===== src/hw/rtl/cabb_pkg.sv =====
// Package: constants, register codes and size clamps for the alpha-blend blitter.
`timescale 1ns / 1ps
`default_nettype none

package cabb_pkg;

  localparam int MAX_DIM     = 4096;
  localparam int REG_W       = 13;
  localparam int COORD_W     = 12;
  localparam int CFG_IDX_W   = 3;
  localparam int SRC_W       = 32;
  localparam int PIX_W       = 24;
  localparam int FIELD_LIMIT = 4096;
  localparam int FRAME_LIMIT = (MAX_DIM < FIELD_LIMIT) ? MAX_DIM : FIELD_LIMIT;
  localparam int REG_MAX     = (1 << REG_W) - 1;
  localparam int BMP_LIMIT   = (MAX_DIM < REG_MAX) ? MAX_DIM : REG_MAX;

  localparam logic [7:0] ALPHA_MAX = 8'hFF;

  typedef enum logic [CFG_IDX_W-1:0] {
    REG_PLACE_X       = 3'd0,
    REG_PLACE_Y       = 3'd1,
    REG_BITMAP_WIDTH  = 3'd2,
    REG_BITMAP_HEIGHT = 3'd3,
    REG_FRAME_WIDTH   = 3'd4,
    REG_FRAME_HEIGHT  = 3'd5
  } cfg_reg_t;

  typedef logic [REG_W-1:0] reg_t;

  // zero counts as one, oversized counts as the limit
  function automatic reg_t bitmap_dim(input reg_t v);
    reg_t r;
    if (v == '0) begin
      r = reg_t'(1);
    end else if (v > reg_t'(BMP_LIMIT)) begin
      r = reg_t'(BMP_LIMIT);
    end else begin
      r = v;
    end
    return r;
  endfunction

  function automatic reg_t frame_dim(input reg_t v);
    reg_t r;
    if (v > reg_t'(FRAME_LIMIT)) begin
      r = reg_t'(FRAME_LIMIT);
    end else begin
      r = v;
    end
    return r;
  endfunction

endpackage

`default_nettype wire


===== src/hw/rtl/clipped_alpha_blend_blit.sv =====
// Pipeline: input stage, then result stage, both registered.
// Throughput: one item per cycle while out_stall is low; the blend stage and result register form the path.
// in_stall rises only when both stages hold items and out_stall is high.
// Reset (rst_n low, synchronous): both stages empty, counters at 0,
// place 0, bitmap 1 x 1, frame 0 x 0.
`timescale 1ns / 1ps
`default_nettype none

module clipped_alpha_blend_blit (
  input  wire logic                            clk,
  input  wire logic                            rst_n,
  input  wire logic                            cfg_write_enable,
  input  wire logic [cabb_pkg::CFG_IDX_W-1:0]  cfg_index,
  input  wire logic [cabb_pkg::REG_W-1:0]      cfg_data,
  input  wire logic                            in_valid,
  output logic                                 in_stall,
  input  wire logic [cabb_pkg::SRC_W-1:0]      in_source_pixel,
  input  wire logic [cabb_pkg::PIX_W-1:0]      in_frame_pixel,
  output logic                                 out_valid,
  input  wire logic                            out_stall,
  output logic                                 out_write_enable,
  output logic [cabb_pkg::COORD_W-1:0]         out_target_x,
  output logic [cabb_pkg::COORD_W-1:0]         out_target_y,
  output logic [cabb_pkg::PIX_W-1:0]           out_blended_pixel,
  output logic                                 out_last_pixel
);
  import cabb_pkg::*;

  function automatic logic [7:0] blend_ch(input logic [7:0] d, input logic [7:0] s,
                                          input logic [7:0] a);
    logic [7:0]  inv;
    logic [15:0] n;
    logic [16:0] m;
    logic [17:0] q;
    inv = ALPHA_MAX - a;
    n   = 16'({8'd0, d} * {8'd0, inv}) + 16'({8'd0, s} * {8'd0, a});
    m   = {1'b0, n} + 17'd127;
    // exact floor(m / 255) for quotients up to 255
    q   = {1'b0, m} + 18'd1 + {9'd0, m[16:8]};
    return q[15:8];
  endfunction

  reg_t place_x_r, place_y_r, bmp_w_r, bmp_h_r, frm_w_r, frm_h_r;

  logic [COORD_W-1:0] col_r, col_nxt;
  logic [COORD_W-1:0] row_r, row_nxt;

  logic               s1_valid_r;
  logic [SRC_W-1:0]   s1_src_r;
  logic [PIX_W-1:0]   s1_dst_r;
  logic               s1_inside_r;
  logic [COORD_W-1:0] s1_x_r, s1_y_r;
  logic               s1_last_r;

  logic               out_valid_r;
  logic               out_we_r;
  logic [COORD_W-1:0] out_x_r, out_y_r;
  logic [PIX_W-1:0]   out_pix_r;
  logic               out_last_r;

  logic               adv, s1_ready, in_acc;
  reg_t               bw, bh, fw, fh;
  logic signed [REG_W:0] pos_x, pos_y;
  logic               in_frame, end_row, end_all;
  logic [PIX_W-1:0]   blend;

  // configuration
  always_ff @(posedge clk) begin
    if (!rst_n) begin
      place_x_r <= '0;
      place_y_r <= '0;
      bmp_w_r   <= reg_t'(1);
      bmp_h_r   <= reg_t'(1);
      frm_w_r   <= '0;
      frm_h_r   <= '0;
    end else if (cfg_write_enable) begin
      case (cfg_reg_t'(cfg_index))
        REG_PLACE_X:       place_x_r <= cfg_data;
        REG_PLACE_Y:       place_y_r <= cfg_data;
        REG_BITMAP_WIDTH:  bmp_w_r   <= cfg_data;
        REG_BITMAP_HEIGHT: bmp_h_r   <= cfg_data;
        REG_FRAME_WIDTH:   frm_w_r   <= cfg_data;
        REG_FRAME_HEIGHT:  frm_h_r   <= cfg_data;
        default: ;
      endcase
    end
  end

  // handshake
  assign adv      = !out_valid_r || !out_stall;
  assign s1_ready = !s1_valid_r || adv;
  assign in_stall = !s1_ready;
  assign in_acc   = in_valid && s1_ready;

  // placement and clipping
  always_comb begin
    bw       = bitmap_dim(bmp_w_r);
    bh       = bitmap_dim(bmp_h_r);
    fw       = frame_dim(frm_w_r);
    fh       = frame_dim(frm_h_r);
    pos_x    = $signed({place_x_r[REG_W-1], place_x_r}) + $signed({2'b00, col_r});
    pos_y    = $signed({place_y_r[REG_W-1], place_y_r}) + $signed({2'b00, row_r});
    in_frame = !pos_x[REG_W] && (pos_x[REG_W-1:0] < fw) &&
               !pos_y[REG_W] && (pos_y[REG_W-1:0] < fh);
    end_row  = {1'b0, col_r} >= (bw - reg_t'(1));
    end_all  = end_row && ({1'b0, row_r} >= (bh - reg_t'(1)));
    if (end_all) begin
      col_nxt = '0;
      row_nxt = '0;
    end else if (end_row) begin
      col_nxt = '0;
      row_nxt = row_r + COORD_W'(1);
    end else begin
      col_nxt = col_r + COORD_W'(1);
      row_nxt = row_r;
    end
  end

  always_ff @(posedge clk) begin
    if (!rst_n) begin
      col_r <= '0;
      row_r <= '0;
    end else if (in_acc) begin
      col_r <= col_nxt;
      row_r <= row_nxt;
    end
  end

  // input stage
  always_ff @(posedge clk) begin
    if (!rst_n) begin
      s1_valid_r <= 1'b0;
    end else if (s1_ready) begin
      s1_valid_r <= in_valid;
    end
  end

  always_ff @(posedge clk) begin
    if (in_acc) begin
      s1_src_r    <= in_source_pixel;
      s1_dst_r    <= in_frame_pixel;
      s1_inside_r <= in_frame;
      s1_x_r      <= pos_x[COORD_W-1:0];
      s1_y_r      <= pos_y[COORD_W-1:0];
      s1_last_r   <= end_all;
    end
  end

  // blend
  always_comb begin
    blend[23:16] = blend_ch(s1_dst_r[23:16], s1_src_r[23:16], s1_src_r[31:24]);
    blend[15:8]  = blend_ch(s1_dst_r[15:8],  s1_src_r[15:8],  s1_src_r[31:24]);
    blend[7:0]   = blend_ch(s1_dst_r[7:0],   s1_src_r[7:0],   s1_src_r[31:24]);
  end

  // result stage
  always_ff @(posedge clk) begin
    if (!rst_n) begin
      out_valid_r <= 1'b0;
    end else if (adv) begin
      out_valid_r <= s1_valid_r;
    end
  end

  always_ff @(posedge clk) begin
    if (adv && s1_valid_r) begin
      out_we_r   <= s1_inside_r;
      out_x_r    <= s1_inside_r ? s1_x_r : '0;
      out_y_r    <= s1_inside_r ? s1_y_r : '0;
      out_pix_r  <= s1_inside_r ? blend : '0;
      out_last_r <= s1_last_r;
    end
  end

  assign out_valid         = out_valid_r;
  assign out_write_enable  = out_we_r;
  assign out_target_x      = out_x_r;
  assign out_target_y      = out_y_r;
  assign out_blended_pixel = out_pix_r;
  assign out_last_pixel    = out_last_r;

endmodule

`default_nettype wire


===== config.mk =====
export PLATFORM = sky130hd
export DESIGN_NAME = clipped_alpha_blend_blit
export DESIGN_NICKNAME = d
export VERILOG_FILES = /design/src/hw/rtl/cabb_pkg.sv /design/src/hw/rtl/clipped_alpha_blend_blit.sv
export SDC_FILE = /design/constraint.sdc
export NUM_CORES = 1
export LEC_CHECK = 0
export BUFFER_PORTS_ARGS = -buffer_cell sky130_fd_sc_hd__buf_2
export CAP_MARGIN = 0
export CORE_ASPECT_RATIO = 0.75
export CORE_UTILIZATION = 40
export CTS_CLUSTER_DIAMETER = 100
export DETAILED_ROUTE_END_ITERATION = 12
export GPL_TIMING_DRIVEN = 0
export SYNTH_ARGS = -nofsm -noshare
export SYNTH_HDL_FRONTEND = slang
export SYNTH_SLANG_ARGS = --single-unit
export TNS_END_PERCENT = 5

===== constraint.sdc =====
create_clock -name clk -period 8.4 [get_ports clk]
set_clock_uncertainty 0.05 [all_clocks]
set_input_delay 1.68 -clock clk [delete_from_list [all_inputs] [get_ports clk]]
set_output_delay 1.68 -clock clk [all_outputs]
set_load 0.05 [all_outputs]

**Yosys cells after proc, flatten, opt, wreduce, memory -nomap -nowiden**

Index checks and enable logic that the tools add are counted.

- Register bits after elaboration: 236
- Word-level logic and storage cells: 94

- Add/subtract/negate cells: 19
- Multiply operators: 6
- $lt $le $gt $ge: 8
- Equality and inequality tests: 5
- Muxes and demuxes: 10
- Reduce and logical (&&, ||, !) cells: 25

Operator list:

| kind | count |
|---|---|
| multiplier 8 x 8 -> 16 bit | 6 |
| 2-to-1 mux 13 bit | 6 |
| > comparator 13 bit, second input constant | 4 |
| adder 16 x 7 -> 17 bit, second input constant | 3 |
| adder 16 x 1 -> 16 bit, second input constant | 3 |
| adder 16 bit | 3 |
| adder 16 x 9 -> 16 bit | 3 |
| 2-to-1 mux 12 bit | 4 |
| adder 13 x 13 -> 14 bit | 2 |
| greater-or-equal comparator 12 x 13 -> 1 bit | 2 |
| zero test 13 bit | 2 |
| < comparator 13 bit | 2 |
| subtractor 13 x 1 -> 13 bit, second input constant | 2 |
| adder 12 x 1 -> 12 bit, second input constant | 2 |
| AND reduction 2 bit | 7 |
| subtractor 8 bit, first input constant | 1 |
| == test 3 x 2 -> 1 bit, second input constant | 2 |
| == test 3 bit, second input constant | 2 |
| logical AND 1 bit | 6 |
| zero test 1 bit | 6 |
| == test 3 x 1 -> 1 bit, second input constant | 1 |
| zero test 3 bit | 1 |
| logical OR 1 bit | 2 |
| nonzero test 2 bit | 1 |

**Depth between registers and ports, before layout**

- Depth after elaboration: 8
- Mapped depth: 33

**Worst setup path after synthesis**

Ideal clock, no wire load.

- Path type: register -> register
- Start: reg s1_src_r[26]
- End: reg out_pix_r[4], in the netlist out_blended_pixel[4], data pin
- Arrival time: 7.778 ns
- Data required time: 8.084 ns
- Setup slack: 0.306 ns
- Stages on the path, launching flop included: 32
- Buffers on the path: 3
- Clock period less this slack: 8.094 ns
- Cells stage by stage: edfxtp_1 clkbuf_1 clkbuf_1 nand2_1 fa_1 fa_1 inv_1 fa_1 fa_1 fa_1 inv_1 fa_1 inv_1 ha_1 nand2_1 or4_4 and2_4 buf_6 a211o_2 nor3_1 nand3_1 xnor2_1 ha_1 a21oi_1 nor3b_1 a21oi_1 a211oi_1 o41ai_2 a21oi_1 nor2b_1 xnor2_1 nor2_1

- Word-level cells in the longest chain between the ends: 6
- Elaborated cells between the ends (all ways): 7
- Classes of those cells: add/sub: 5; mul: 2

Ends and longest elaborated chain:

| element | RTL line | source |
|---|---|---|
| start, declared | clipped_alpha_blend_blit.sv:49 | `logic [SRC_W-1:0] s1_src_r;` |
| start signal, assigned | clipped_alpha_blend_blit.sv:140 | `s1_src_r <= in_source_pixel;` |
| subtractor 8 bit | clipped_alpha_blend_blit.sv:35 | `inv = ALPHA_MAX - a;` |
| multiplier 8 x 8 -> 16 bit | clipped_alpha_blend_blit.sv:36 | `n = 16'({8'd0, d} * {8'd0, inv}) + 16'({8'd0, s} * {8'd0, a});` |
| adder 16 bit * | clipped_alpha_blend_blit.sv:36 |  |
| adder 16 x 7 -> 17 bit * | clipped_alpha_blend_blit.sv:37 | `m = {1'b0, n} + 17'd127;` |
| adder 16 x 1 -> 16 bit | clipped_alpha_blend_blit.sv:39 | `q = {1'b0, m} + 18'd1 + {9'd0, m[16:8]};` |
| adder 16 x 9 -> 16 bit * | clipped_alpha_blend_blit.sv:39 |  |
| end signal, assigned | clipped_alpha_blend_blit.sv:170 | `out_pix_r <= s1_inside_r ? blend : '0;` |
| end, declared | clipped_alpha_blend_blit.sv:58 | `logic [PIX_W-1:0] out_pix_r;` |

Mark *: on every way between the ends. The rest lies on a longest branch, timed or not.
A chain may end at the register's enable or synchronous reset.

**Worst setup path after layout**

- Start: reg s1_src_r[28]
- End: reg out_pix_r[18], in the netlist out_blended_pixel[18], data pin

Same word-level chain as after synthesis.

==> out/qor.csv <==
metric;value;unit
# DRC;0;
Initial DRC Count;1171;
crit share post-route;97.5;%
I/O Pins;129;
synthesis-to-finish area growth;13.3;%
CP Data Required Time;8.73;ns
Max Freq;0.122;GHz
Slew Limit Headroom;29.0;%
Starting Density;40.6;%
CTS root buffer;clkbuf_16;
FF-to-FF End;out_blended_pixel[18];
drt total wl;70.3;mm
largest net degree at the start of global routing;88;
Synth Cell Area;0.0265;mm²
clk buf depth;3;
share of layout cells above drive strength 1;11.2;%
critical path's top delay family;adder cells;
Vias/cell;5.17;
Synth Register Bits;236;
final hold viol count;0;
post-placement setup slack;-1.28;ns
Metal-1 WL;31.2;mm
Avg Inst Size Synth;9.33;µm²
R2R Setup Slk;0.21;ns
Simple-Gate Fraction of Synth Area;19.0;%
number of synthesized flops with an enable pin;132;
CP Class;reg -> reg;
DRT antenna net count;0;
GRT Util Overall;21.4;%
critical path depth in cells;29;
RSZ-0062 raised after global routing;true;
Die Y;225;µm
clock sinks;236;
CP startpoint;s1_src_r[28];
clk slew on worst S/H paths;0.06;ns
CP Max Fanout;6;
Die Area;0.0674;mm²
Setup violations, final;0;
post-synthesis adder-cell area fraction;35.4;%
first-pass GRT wire length;114;mm
Pre-antenna DRT Iters;7;
std cell rows;81;
DR vias;20300;
CTS tree;done;
PnR worst setup slack;0.207;ns
XOR/XNOR Fraction of Synth Area;4.95;%
max incr delay on CP;0.58;ns
routed wl met2;33.2;mm
most frequent cells in the layout;455 x inv_1, 312 x nand2_1, 289 x fa_1, 278 x ha_1, 148 x and2_1;
sequential fraction of the synthesis area;22.8;%
Core Area;0.0654;mm²
total of max-cap violations;0;
top sig layer;met4;
status;complete, no violations;
Yosys warning total;0;
combinational family with the most area after synthesis;adder cells;
CP Launch Type;flip-flop;
Cells after Synth;2845;
HPWL after DPL;55.3;mm
Fin Hold WS;0.378;ns
DR WL/cell;17.9;µm
Clock Latency Late Sink;0.62;ns
complex-gate fraction of the synthesized area;9.86;%
Main synth FF type;edfxtp_1;
Crit-path slowest cell;fa_1;
Tightest Pin Transition;1.05;ns
Die W;299;µm
setup tns final;0;ns
GR Overflow Total;0;
share of flip-flops with an asynchronous set or reset;0;%
Util after Layout;46.0;%
Buffers on Ports;128;
end of the critical path;out_blended_pixel[18];
initial antenna violation count;4;
Final Net Count;3684;
multiplexer area fraction after synthesis;0.321;%
endpoint class of the critical path;flip-flop;
most common cell after layout, fill and taps aside;inv_1;
met3 wire len;4.00;mm
Worst Path Arrival;8.52;ns
max-slew violations;0;
Placer Congestion;0.913;
vias in the first global route;21100;
crit path buf inv count;5;
number of buffers created by CTS;28;
Netlist cell types;92;
H-tree Lvls;1;
HP Class;reg -> reg;
post-route minimum period;8.19;ns
FF-to-FF Start;s1_src_r[28];
final-layout fill cell count;6209;
cell mode on critical path;fa_1;
FF-to-FF path depth;29;
## layer usage
| layer | up-vias | track usage, % |
|---|---|---|
| li1 | 9600 | - |
| met1 | 10100 | 28.8 |
| met2 | 486 | 35.8 |
| met3 | 90 | 3.47 |
| met4 | 0 | 5.22 |
| met5 | - | 0 |
## worst reg2reg max path: cells and delay by family, from the launching register on
family | cells | cell delay (ns)
AND/OR/NAND/NOR | 7 | 1.13
XOR/XNOR | 2 | 0.35
adder cells (fa/ha/maj) | 8 | 3.68
buffers and inverters | 5 | 0.62
AO/OA/AOI/OAI | 7 | 1.65
flip-flops | 1 | 0.47
## cells by family (layout without fill, tap and decap cells)
| kind of cell | count (synthesis) | in the layout |
|---|---|---|
| AND/OR/NAND/NOR | 971 | 971 |
| XOR/XNOR | 146 | 146 |
| flip-flops | 236 | 236 |
| buffers and inverters | 539 | 745 |
| AO/OA/AOI/OAI | 367 | 367 |
| adder cells (fa/ha/maj) | 577 | 577 |
| multiplexers | 8 | 8 |
| other | 1 | 4 |
## Yosys cell counts (all sizes together) (5+ instances only)
| library cell | instances | area share (%) |
|---|---|---|
| and2 | 153 | 3.6 |
| inv | 458 | 6.5 |
| xor2 | 63 | 2.1 |
| a21boi | 82 | 2.3 |
| ha | 286 | 13 |
| a21o | 23 | 0.65 |
| o21bai | 12 | 0.34 |
| edfxtp | 132 | 15 |
| a211oi | 13 | 0.41 |
| a211o | 8 | 0.27 |
| nor3 | 26 | 0.51 |
| clkbuf | 75 | 1.1 |
| nand3 | 29 | 0.57 |
| xnor2 | 81 | 2.7 |
| and4 | 5 | 0.17 |
| o211ai | 9 | 0.27 |
| or3 | 18 | 0.44 |
| o31ai | 7 | 0.20 |
| nand4 | 13 | 0.31 |
| o31a | 7 | 0.23 |
| and3 | 15 | 0.35 |
| fa | 290 | 22 |
| nand2b | 92 | 2.2 |
| nor2 | 111 | 1.6 |
| nor2b | 142 | 3.3 |
| a31oi | 9 | 0.21 |
| o21ai | 42 | 0.79 |
| or2 | 9 | 0.21 |
| nand2 | 314 | 4.5 |
| buf | 5 | 0.10 |
| o21a | 28 | 0.79 |
| nor4 | 21 | 0.58 |
| dfxtp | 104 | 7.8 |
| a21oi | 80 | 1.5 |
## how the worst min path moves through the flow
stage                         start              to  cells after the start
after global routing      s1_last_r  out_last_pixel                      0
after global placement    s1_last_r  out_last_pixel                      0
after detailed placement  s1_last_r  out_last_pixel                      0
final                     s1_last_r  out_last_pixel                      0
after floorplan           s1_last_r  out_last_pixel                      0
after CTS                 s1_last_r  out_last_pixel                      0
## flip-flops by register name, indices dropped and copies added (netlist names), 12 cells and up
name and flops:
s1_dst_r 24, bmp_h_r 13, place_y_r 13, s1_y_r 12, frm_h_r 13, out_target_x 12
col_r 12, row_r 12, place_x_r 13, s1_x_r 12, bmp_w_r 13, frm_w_r 13
out_blended_pixel 24, out_target_y 12, s1_src_r 32
## repair_timing
item | CTS | global route
hold buffers | 0 | 0
setup buffers | 5 | 20
gates resized for setup | 80 | 109
setup endpoints to repair | 24 | 24
pin swaps | 4 | 39
## stage by stage
step	instances	cell area, µm²
2_1_floorplan	2847	26500
3_3_place_gp	3846	28300
3_5_place_dp	3849	28400
4_1_cts	3905	29600
5_1_grt	3924	30100
6_report	3925	30100
## area by class of cell
cell class              count  area [µm²]  area share (%)
clock buffers              40         828            2.75
flip-flops and latches    236        6050            20.1
diodes                      1        2.50         0.00832
inverters                 459        1730            5.74
plain buffers              78         494            1.64
well taps                 871        1090            3.62
multi-input cells        2072       18900            62.7
clock inverters            12         124           0.412
repair buffers            156         908            3.02
Power is left out: the tool's default activity adds up to more than one toggle a clock period on the data nets, which glitch-free logic cannot reach.
